==> config.mk <==
export PLATFORM = sky130hd
export DESIGN_NAME = nr_mac_pdu_demux_parser
export DESIGN_NICKNAME = d
export VERILOG_FILES = /design/src/rtl/nrmac_pkg.sv /design/src/rtl/nrmac_step.sv /design/src/rtl/nr_mac_pdu_demux_parser.sv
export SDC_FILE = /design/constraint.sdc
export NUM_CORES = 1
export LEC_CHECK = 0
export ABC_AREA = 1
export BUFFER_PORTS_ARGS = -buffer_cell sky130_fd_sc_hd__buf_4
export CAP_MARGIN = 10
export CORE_AREA = 2 2 114 116
export DETAILED_ROUTE_END_ITERATION = 7
export DIE_AREA = 0 0 116 118
export GPL_TIMING_DRIVEN = 1
export PLACE_DENSITY = 0.7
export SYNTH_ARGS = -nofsm -noshare
export SYNTH_HDL_FRONTEND = slang
export SYNTH_SLANG_ARGS = --single-unit
export TNS_END_PERCENT = 30
==> constraint.sdc <==
create_clock -name clk_i -period 5.55 [get_ports clk_i]
set_input_delay 0.2775 -clock clk_i [delete_from_list [all_inputs] [get_ports clk_i]]
set_output_delay 0.2775 -clock clk_i [all_outputs]
set_load 0.005 [all_outputs]
==> src/rtl/nrmac_pkg.sv <==
// Shared types, codes and LCID lookup functions for the NR MAC PDU parser.
// No dependencies; imported by nrmac_step and nr_mac_pdu_demux_parser.
`timescale 1ns / 1ps

package nrmac_pkg;

  typedef enum logic [2:0] {
    PH_SUBHDR,
    PH_LEN1,
    PH_LEN2,
    PH_PAYLOAD,
    PH_PADDING,
    PH_DISCARD
  } phase_e;

  localparam logic [2:0] ROLE_SUBHDR  = 3'd0;
  localparam logic [2:0] ROLE_LENGTH  = 3'd1;
  localparam logic [2:0] ROLE_PAYLOAD = 3'd2;
  localparam logic [2:0] ROLE_PADDING = 3'd3;
  localparam logic [2:0] ROLE_DISCARD = 3'd4;

  localparam logic [1:0] ERR_NONE  = 2'd0;
  localparam logic [1:0] ERR_LCID  = 2'd1;
  localparam logic [1:0] ERR_TRUNC = 2'd2;

  localparam logic [5:0] LCID_MASK          = 6'h3f;
  localparam logic [5:0] LCID_SDU_MAX       = 6'd32;
  localparam logic [5:0] LCID_UL_CE_MIN     = 6'd52;
  localparam logic [5:0] LCID_DL_CE_MIN     = 6'd47;
  localparam logic [5:0] LC_CCCH64          = 6'd0;
  localparam logic [5:0] LC_CCCH48          = 6'd52;
  localparam logic [5:0] LC_SE_PHR          = 6'd57;
  localparam logic [5:0] LC_CRNTI           = 6'd58;
  localparam logic [5:0] LC_SHORT_TRUNC_BSR = 6'd59;
  localparam logic [5:0] LC_LONG_TRUNC_BSR  = 6'd60;
  localparam logic [5:0] LC_TA_OR_SBSR      = 6'd61;
  localparam logic [5:0] LC_CRID_OR_LBSR    = 6'd62;
  localparam logic [5:0] LC_PAD             = 6'd63;

  typedef struct packed {
    phase_e      phase;
    logic [5:0]  channel;
    logic        long_len;
    logic [15:0] length;
    logic [15:0] position;
    logic        err_latched;
  } parse_state_t;

  typedef struct packed {
    logic [2:0]  role;
    logic [5:0]  channel;
    logic [15:0] body_length;
    logic        is_sdu;
    logic [7:0]  data;
    logic [15:0] index;
    logic        subpdu_end;
    logic [1:0]  error;
    logic        pdu_done;
  } parse_result_t;

  localparam parse_state_t STATE_RESET = '{
    phase:       PH_SUBHDR,
    channel:     6'd0,
    long_len:    1'b0,
    length:      16'd0,
    position:    16'd0,
    err_latched: 1'b0
  };

  function automatic logic lcid_valid(input logic [5:0] l, input logic ul);
    logic ok;
    if (l <= LCID_SDU_MAX) begin
      ok = 1'b1;
    end else if (ul) begin
      ok = (l >= LCID_UL_CE_MIN);
    end else begin
      ok = (l >= LCID_DL_CE_MIN);
    end
    return ok;
  endfunction

  function automatic logic lcid_is_sdu(input logic [5:0] l, input logic ul);
    return (l <= LCID_SDU_MAX) && !(ul && (l == LC_CCCH64));
  endfunction

  function automatic logic lcid_has_len(input logic [5:0] l, input logic ul);
    logic has;
    if (ul && ((l == LC_CCCH64) || (l == LC_CCCH48))) begin
      has = 1'b0;
    end else if (lcid_is_sdu(l, ul)) begin
      has = 1'b1;
    end else begin
      has = ul && ((l == LC_LONG_TRUNC_BSR) || (l == LC_CRID_OR_LBSR));
    end
    return has;
  endfunction

  function automatic logic [15:0] ce_size(input logic [5:0] l, input logic ul);
    logic [15:0] sz;
    sz = 16'd0;
    if (ul) begin
      case (l)
        LC_CCCH48:                         sz = 16'd6;
        LC_CCCH64:                         sz = 16'd8;
        LC_CRNTI:                          sz = 16'd2;
        LC_TA_OR_SBSR, LC_SHORT_TRUNC_BSR: sz = 16'd1;
        LC_SE_PHR:                         sz = 16'd2;
        default:                           sz = 16'd0;
      endcase
    end else begin
      case (l)
        LC_CRID_OR_LBSR: sz = 16'd6;
        LC_TA_OR_SBSR:   sz = 16'd1;
        default:         sz = 16'd0;
      endcase
    end
    return sz;
  endfunction

endpackage

==> src/rtl/nrmac_step.sv <==
// Per-byte parse step: labels one PDU byte and computes the next parser state.
// Purely combinational; depends on nrmac_pkg.
`timescale 1ns / 1ps

module nrmac_step import nrmac_pkg::*; (
  input  parse_state_t  state_i,
  input  logic [7:0]    byte_i,
  input  logic          last_i,
  input  logic          uplink_i,
  output parse_state_t  state_o,
  output parse_result_t result_o
);

  logic [5:0]  lcid;
  logic        hdr_done;
  parse_state_t  nxt;
  parse_result_t res;

  assign lcid = byte_i[5:0] & LCID_MASK;

  always_comb begin
    nxt          = state_i;
    hdr_done     = 1'b0;
    res.role        = ROLE_DISCARD;
    res.channel     = state_i.channel;
    res.body_length = 16'd0;
    res.is_sdu      = 1'b0;
    res.data        = byte_i;
    res.index       = 16'd0;
    res.subpdu_end  = 1'b0;
    res.error       = ERR_NONE;
    res.pdu_done    = last_i;

    unique case (state_i.phase)
      PH_SUBHDR: begin
        res.role    = ROLE_SUBHDR;
        res.channel = lcid;
        nxt.channel = lcid;
        if (!lcid_valid(lcid, uplink_i)) begin
          res.error       = ERR_LCID;
          nxt.err_latched = 1'b1;
          nxt.phase       = PH_DISCARD;
        end else if (lcid == LC_PAD) begin
          nxt.position   = 16'd0;
          nxt.length     = 16'd0;
          nxt.phase      = PH_PADDING;
          res.subpdu_end = last_i;
        end else if (lcid_has_len(lcid, uplink_i)) begin
          nxt.long_len = byte_i[6];
          nxt.length   = 16'd0;
          res.is_sdu   = lcid_is_sdu(lcid, uplink_i);
          nxt.phase    = PH_LEN1;
          if (last_i) begin
            res.error = ERR_TRUNC;
          end
        end else begin
          nxt.length = ce_size(lcid, uplink_i);
          hdr_done   = 1'b1;
        end
      end
      PH_LEN1: begin
        res.role   = ROLE_LENGTH;
        res.is_sdu = lcid_is_sdu(state_i.channel, uplink_i);
        if (state_i.long_len) begin
          nxt.length = {byte_i, 8'd0};
          nxt.phase  = PH_LEN2;
          if (last_i) begin
            res.error = ERR_TRUNC;
          end
        end else begin
          nxt.length = {8'd0, byte_i};
          hdr_done   = 1'b1;
        end
      end
      PH_LEN2: begin
        res.role   = ROLE_LENGTH;
        res.is_sdu = lcid_is_sdu(state_i.channel, uplink_i);
        nxt.length = {state_i.length[15:8], state_i.length[7:0] | byte_i};
        hdr_done   = 1'b1;
      end
      PH_PAYLOAD: begin
        res.role        = ROLE_PAYLOAD;
        res.is_sdu      = lcid_is_sdu(state_i.channel, uplink_i);
        res.body_length = state_i.length;
        res.index       = state_i.position;
        if (({1'b0, state_i.position} + 17'd1) >= {1'b0, state_i.length}) begin
          res.subpdu_end = 1'b1;
          nxt.phase      = PH_SUBHDR;
        end else begin
          nxt.position = state_i.position + 16'd1;
          if (last_i) begin
            res.error = ERR_TRUNC;
          end
        end
      end
      PH_PADDING: begin
        res.role       = ROLE_PADDING;
        res.channel    = LC_PAD;
        res.index      = state_i.position;
        res.subpdu_end = last_i;
        if (state_i.position != 16'hffff) begin
          nxt.position = state_i.position + 16'd1;
        end
      end
      default: begin
        res.role = ROLE_DISCARD;
      end
    endcase

    if (hdr_done) begin
      res.body_length = nxt.length;
      nxt.position    = 16'd0;
      if (nxt.length == 16'd0) begin
        res.subpdu_end = 1'b1;
        nxt.phase      = PH_SUBHDR;
      end else begin
        nxt.phase = PH_PAYLOAD;
        if (last_i) begin
          res.error = ERR_TRUNC;
        end
      end
    end

    if (last_i) begin
      nxt = STATE_RESET;
    end
  end

  assign state_o  = nxt;
  assign result_o = res;

endmodule

==> src/rtl/nr_mac_pdu_demux_parser.sv <==
// NR MAC PDU subheader parser: top level with input, state and result registers.
// Depends on nrmac_pkg and nrmac_step.
//
// Usage: the bytes of a MAC PDU enter one word per cycle on the input channel
// (in_valid_i / in_stall_o) with last_byte_i set on the final byte. Every
// accepted word yields exactly one labelled result word on the output channel
// (out_valid_o / out_stall_i), in order.
// Path: an accepted word is registered in the input register, then parsed into the result
// register, which offers it on the output channel until it is taken.
// Throughput: one word per cycle while the receiver does not stall; the only
// loop is the update of the parser state register.
// The direction register (cfg_we_i / cfg_data_i) selects UL-SCH when set and DL-SCH
// when clear; the user must write it only while the block is idle, unchecked by it.
// Reset: clears both valid flags, the direction register (DL-SCH) and the parser
// state, so the first word is taken as a subheader.
// Stall: when out_stall_i holds a result, the input register keeps its word and
// in_stall_o rises only once that register is also full, so one further word
// is taken while a result waits.
`timescale 1ns / 1ps

module nr_mac_pdu_demux_parser import nrmac_pkg::*; (
  input  logic        clk_i,
  input  logic        rst_ni,
  input  logic        cfg_we_i,
  input  logic        cfg_data_i,
  input  logic        in_valid_i,
  output logic        in_stall_o,
  input  logic [7:0]  pdu_byte_i,
  input  logic        last_byte_i,
  output logic        out_valid_o,
  input  logic        out_stall_i,
  output logic [2:0]  byte_role_o,
  output logic [5:0]  channel_id_o,
  output logic [15:0] body_length_o,
  output logic        is_data_unit_o,
  output logic [7:0]  data_byte_o,
  output logic [15:0] payload_index_o,
  output logic        subpdu_end_o,
  output logic [1:0]  parse_error_o,
  output logic        pdu_done_o
);

  logic          uplink_q;
  logic          s1_valid_q;
  logic [7:0]    s1_byte_q;
  logic          s1_last_q;
  logic          out_valid_q;
  parse_state_t  state_q, state_d;
  parse_result_t res_q, res_d;
  logic          out_can_load;
  logic          s1_fire;
  logic          in_accept;

  assign out_can_load = !out_valid_q || !out_stall_i;
  assign s1_fire      = s1_valid_q && out_can_load;
  assign in_stall_o   = s1_valid_q && !out_can_load;
  assign in_accept    = in_valid_i && !in_stall_o;

  always_ff @(posedge clk_i or negedge rst_ni) begin
    if (!rst_ni) begin
      uplink_q <= 1'b0;
    end else if (cfg_we_i) begin
      uplink_q <= cfg_data_i;
    end
  end

  always_ff @(posedge clk_i or negedge rst_ni) begin
    if (!rst_ni) begin
      s1_valid_q <= 1'b0;
    end else if (in_accept) begin
      s1_valid_q <= 1'b1;
    end else if (s1_fire) begin
      s1_valid_q <= 1'b0;
    end
  end

  always_ff @(posedge clk_i) begin
    if (in_accept) begin
      s1_byte_q <= pdu_byte_i;
      s1_last_q <= last_byte_i;
    end
  end

  nrmac_step u_step (
    .state_i  (state_q),
    .byte_i   (s1_byte_q),
    .last_i   (s1_last_q),
    .uplink_i (uplink_q),
    .state_o  (state_d),
    .result_o (res_d)
  );

  always_ff @(posedge clk_i or negedge rst_ni) begin
    if (!rst_ni) begin
      state_q <= STATE_RESET;
    end else if (s1_fire) begin
      state_q <= state_d;
    end
  end

  always_ff @(posedge clk_i or negedge rst_ni) begin
    if (!rst_ni) begin
      out_valid_q <= 1'b0;
    end else if (out_can_load) begin
      out_valid_q <= s1_valid_q;
    end
  end

  always_ff @(posedge clk_i) begin
    if (s1_fire) begin
      res_q <= res_d;
    end
  end

  assign out_valid_o     = out_valid_q;
  assign byte_role_o     = res_q.role;
  assign channel_id_o    = res_q.channel;
  assign body_length_o   = res_q.body_length;
  assign is_data_unit_o  = res_q.is_sdu;
  assign data_byte_o     = res_q.data;
  assign payload_index_o = res_q.index;
  assign subpdu_end_o    = res_q.subpdu_end;
  assign parse_error_o   = res_q.error;
  assign pdu_done_o      = res_q.pdu_done;

  // A latched LCID error holds the parser in the discard phase until the PDU ends.
  assert property (@(posedge clk_i) disable iff (!rst_ni)
    state_q.err_latched |-> state_q.phase == PH_DISCARD)
    else $error("error latched outside discard phase");

  // The last word of a PDU leaves the parser in its reset state.
  assert property (@(posedge clk_i) disable iff (!rst_ni)
    s1_fire && s1_last_q |=>
      state_q.phase == PH_SUBHDR && state_q.length == 16'd0 &&
      state_q.position == 16'd0 && !state_q.err_latched)
    else $error("parser state not cleared after last word");

  // A payload word lies inside its announced length.
  assert property (@(posedge clk_i) disable iff (!rst_ni)
    out_valid_o && byte_role_o == ROLE_PAYLOAD |-> payload_index_o < body_length_o)
    else $error("payload index beyond body length");

  // An LCID error is only ever reported on a subheader word.
  assert property (@(posedge clk_i) disable iff (!rst_ni)
    out_valid_o && parse_error_o == ERR_LCID |-> byte_role_o == ROLE_SUBHDR)
    else $error("LCID error on a non-subheader word");

endmodule
* Yosys cells after proc, flatten, opt, wreduce, memory -nomap -nowiden *
Cells that the tools add are included.

storage, ports and cells
  register bits after elaboration = 108
  latch bits = 0
  output and inout port bits = 56
  ROM bits = 0
  RAM bits = 0
  memories = 0

cells by class
  add/subtract/negate cells = 2
  reduce and logical (&&, ||, !) cells = 37
  magnitude comparators = 5
  divide/modulo/power cells = 0
  shift operators = 0
  eq/ne operators = 21
  multiplexer cells = 65
  bitwise gates (word level) = 1
  multipliers = 0

operator list
  operator               number
  $mux 16                9
  $pmux 16 s3            2
  $eq 6x6->1 const B     8
  $mux 43                1
  $mux 33                1
  $mux 1                 25
  $mux 3                 7
  $mux 2                 9
  $add 16x1->17 const B  1
  $ge 17x16->1           1
  $add 16x1->16 const B  1
  $logic_not 16->1       1
  $ne 16x16->1 const B   1
  $ne 4x2->1 const B     4
  $pmux 4 s4             1
  $ge 6x6->1 const B     2
  $le 6x6->1 const B     2
  $logic_not 6->1        2
  $pmux 3 s4             1
  $pmux 6 s2             1
  $reduce_and 5->1       2
  $reduce_bool 5->1      2
  $logic_and 1x1->1      9
  $pmux 3 s3             1
  other kinds (21)       37

* Longest topological paths before layout *
  word-level depth = 17
  mapped depth = 25
  gate-level depth less buffers = 24

* Modules after synthesis *
A second synthesis with hierarchy kept.

unflattened totals
  cells, all modules = 870
  area, all modules = 6,862.8 µm²

modules (own cells, without submodules)
  module                   area each (µm²)  cells an instance  times used
  nr_mac_pdu_demux_parser  3,771.1          265                1
  nrmac_step               3,091.7          605                1

* Worst setup path after synthesis *
Ideal clock, no wire load.

  path type = flip-flop to flip-flop
  from = register state_q[3] (netlist bit)
  to = register state_q[8] (netlist bit)
  setup slack = 2,597 ps
  data arrival time = 2,837 ps
  cell stages (with the launch flop) = 22
  clock period less this slack = 2,953 ps
  buffers on the path = 1
  cells stage by stage = dfrtp_1 inv_2 nor3_2 nand3_1 nor2_2 nand3_1 nor2_1 nand3_1 xor2_1 inv_1 ha_1 nand3_1 nor3_1 a211oi_1 nand3_2 nand2_2 nand2_2 nand2_4 nand2_4 buf_12 nand2_2 nand2_1

between the ends
  word-level cells in the longest chain between the ends = 5
  elaborated cells between the ends (all ways) = 12
  those cells by class = add/sub: 2; order compare: 1; eq/ne: 3; mux: 5; reduce/logical: 1

RTL lines
  item                                                   line                           text
  start: declaration                                     nr_mac_pdu_demux_parser.sv:48  parse_state_t state_q, state_d;
  start signal: assignment                               nr_mac_pdu_demux_parser.sv:97  state_q <= state_d;
  branches (longest 5 deep; another with $add 16x1->17)  -

Several ways; the timed one is not identified. The select of a mux whose other input is x is not followed.
A chain may end at the register's enable or synchronous reset.

* Worst setup path after layout *
  from = register state_q[3] (netlist bit)
  to = register state_q[15] (netlist bit)

The elaborated chain is that of the path after synthesis.

==> summary.md <==
| Metric | Value |
|---|---|
| ANT nets after route | 0 |
| Critical path's slowest cell | dfrtp_1 |
| GRT Overall Usage | 20.8% |
| Initial antenna violation count | 0 |
| Crit path top cell by count | nand3_1 |
| CP required | 5790 ps |
| Final min period | 3560 ps |
| FP Rows | 41 |
| M3 GR Usage | 3.24% |
| Final setup margin | 1990 ps |
| Max stage delay on crit path | 450 ps |
| DRT Wirelength | 13500 microns |
| ANT cells | 0 |
| GR peak layer | met2 |
| H-tree lvl count | 3 |
| Final net count | 730 |
| Hold Fails Final Rpt | 0 |
| Flops & latches, synth | 108 |
| Die Wd | 116 microns |
| Critical Path Source Type | register |
| Crit-path cells | inv_2 > nor3_2 > nand3_1 > nor2_2 > nand3_1 > nor2_1 > nand3_1 > xor2_1 > inv_1 > ha_1 > nand3_1 > nor3_1 > a211oi_1 > nand3_2 > nand2_2 > nand2_2 > nand2_4 > nand2_4 > nand2_2 > nand2_1 |
| Full die area | 13700 sq um |
| Asr flop ratio synth | 41.7% |
| P_leak | 3.00 nW |
| Layout cells sized above 1 | 19.6% |
| Worst slack at placement | 2120 ps |
| Kind of critical path | register to register |
| First-pass GRT wire length | 22100 microns |
| Max-cap violations | 0 |
| Layout Skew | 5.11 ps |
| Synth top area cells | edfxtp_1, dfrtp_1, nand2_1, inv_1, nor2_1 |
| CP arrival | 3810 ps |
| CTS sink cnt | 108 |
| FF/Latch Area | 3020 sq um |
| GP Congestion | 0.885 |
| RSZ-0062 raised after global routing | false |
| Max_slew headroom | 25.5% |
| Skew-Pair Late Insertion Delay | 350 ps |
| Top-count cell post-synth | nand2_1 |
| Synth Area per Inst | 8.96 sq um |
| Global route total overflow | 0 |
| Footprint of the multi-input gates | 2110 sq um |
| Syn Nets | 660 |
| Worst-margin pin slew | 1120 ps |
| First DRT Iteration DRCs | 256 |
| Final Cell Area | 6620 sq um |
| I/O Pins | 71 |
| Drt first pass iters | 5 |
| Seq/Total Area, Yosys | 53.7% |
| Largest net degree at the start of global routing | 60 |
| Post-Synthesis Cells | 628 |
| CP top delay family | simple AND/OR/NAND/NOR gates |
| DP Wirelength | 9700 microns |
| Fin Setup TNS | 0 ps |
| Final period utilization | 64.2% |
| I/O Buffers | 70 |
| Top cell type by total area after synthesis | edfxtp_1 |
| Fin. max-slew vios | 0 |
| Reg clk slew, reported paths | 70 ps |
| Core area | 12400 sq um |
| CP bufs+invs | 2 |
| WL/cell | 15.4 microns |
| Power per cell area | 410 nW/um^2 |
| Die Height | 118 microns |
| CTS tree | done |
| Hold_ws | 97.5 ps |
| Synth Cell Area | 5620 sq um |
| Grt met2 use | 32.9% |
| Worst min path class | input port to register |
| EDFF count, synth | 63 |
| Vias | 4521 |
| YS warnings | 0 |
| Top cell type's share of synthesized area | 33.6% |
| Dpl cell area | 6290 sq um |
| CTS Buf Count | 9 |
| Clock Root Buffer | clkbuf_16 |
| Met1 Track Usage GR | 29.1% |
| Post-route DRC | 0 |
| Fmax | 0.281 GHz |
| Fillers | 1163 |
| Area Growth Syn to Fin | 17.6% |
| Critical Path Fanout Max | 17 |
| Vias in the first global route | 4423 |
| Vias per cell | 5.17 |
| Initial core utilization | 45.3% |
| Top FF cell, synth | edfxtp_1 |
| Yosys cell types | 37 |
| Synth cell count leaders | nand2_1, inv_1, nor2_1 |
| Status | finished, final reports clean |
| Peak VDD IR | 0.191 mV |
| Crit. End Element | register |
| Final setup viols | 0 |
| Clock buffer depth | 2 |
-- worst reg2reg max path, stage by stage (launching register included) --
cell	delay [ps]
dfrtp_1	450
inv_2	70
nor3_2	240
nand3_1	190
nor2_2	200
nand3_1	130
nor2_1	210
nand3_1	130
xor2_1	180
inv_1	70
ha_1	280
nand3_1	110
nor3_1	70
a211oi_1	240
nand3_2	160
nand2_2	100
nand2_2	70
nand2_4	180
nand2_4	200
nand2_2	110
nand2_1	60
-- stage by stage --
stage / power (mW) / std cells / utilization (%)
detailed placement: 2.03 / 858 / 50.7
CTS: 2.72 / 875 / 53.3
finish: 2.71 / 875 / 53.3
floorplan: 1.75 / 628 / -
global placement: 2.02 / 858 / 50.7
global route: 2.88 / 875 / 53.3
-- final cells by class --
type | instances | area share [%]
Clock inverter | 7 | 1.38
Timing Repair Buffer | 72 | 8.21
Inverter | 108 | 6.20
Multi-Input combinational cell | 399 | 31.9
Clock buffer | 9 | 3.40
Sequential cell | 108 | 45.6
Tap cell | 172 | 3.25
-- worst paths after layout --
check / start / endpoint / slack, ps / cells after the start
worst max register to register: state_q[3] / state_q[15] / 1990 / 20
worst max-delay path: state_q[3] / state_q[15] / 1990 / 20
max in group asynchronous: rst_ni / state_q[8] / 4660 / 2
min in group asynchronous: rst_ni / out_valid_o / 470 / 2
worst min-delay path: pdu_byte_i[7] / s1_byte_q[7] / 100 / 1
worst min register to register: s1_byte_q[7] / data_byte_o[7] / 460 / 0
-- logic make-up after synthesis --
group | Yosys count | synth area share, %
AO/OA/AOI/OAI | 88 | 9.01
flip-flops | 108 | 53.7
AND/OR/NAND/NOR | 286 | 23.5
buffers and inverters | 121 | 8.77
adder cells (fa/ha/maj) | 17 | 3.78
XOR/XNOR | 8 | 1.25
-- placed cells by master, fill, tap and decap left out, types with 3 or more instances in the layout --
cell       instances
a21oi_1           21
a22oi_1            6
buf_4             71
clkbuf_16          9
dfrtp_1           45
edfxtp_1          63
ha_1              17
inv_1             99
inv_2              8
nand2_1          123
nand2_2           19
nand3_1           36
nand3_2            5
nand4_1            8
nor2_1            66
nor2_2             8
nor2_4             5
nor3_1             8
nor4_1             3
o21ai_0           26
o21ai_1            4
o22ai_1           24
xor2_1             8
-- state kept, by name, indices dropped and copies added, names as in the netlist --
name	flops
byte_role_o	3
channel_id_o	6
state_q	42
out_valid_o	1
s1_valid_q	1
s1_byte_q	8
s1_last_q	1
pdu_done_o	1
is_data_unit_o	1
body_length_o	16
subpdu_end_o	1
data_byte_o	8
payload_index_o	16
uplink_q	1
parse_error_o	2
-- repair_timing --
item / CTS / global route
gates resized for setup: 0 / 0
endpoints found under the hold margin: 45 / 0
hold buffers: 1 / 0
setup buffers: 0 / 0
-- power breakdown --
part	switching, mW	internal [mW]
combinational	0.620	0.314
sequential	0.0721	1.02
clock	0.292	0.393
-- per-layer routing --
| metal | share of wire [%] | wire [microns] |
|---|---|---|
| met5 | 0 | 0 |
| met4 | 1.9 | 251 |
| met3 | 5.7 | 774 |
| met2 | 48 | 6430 |
| met1 | 45 | 6040 |
(Power assumes the default switching activity.)
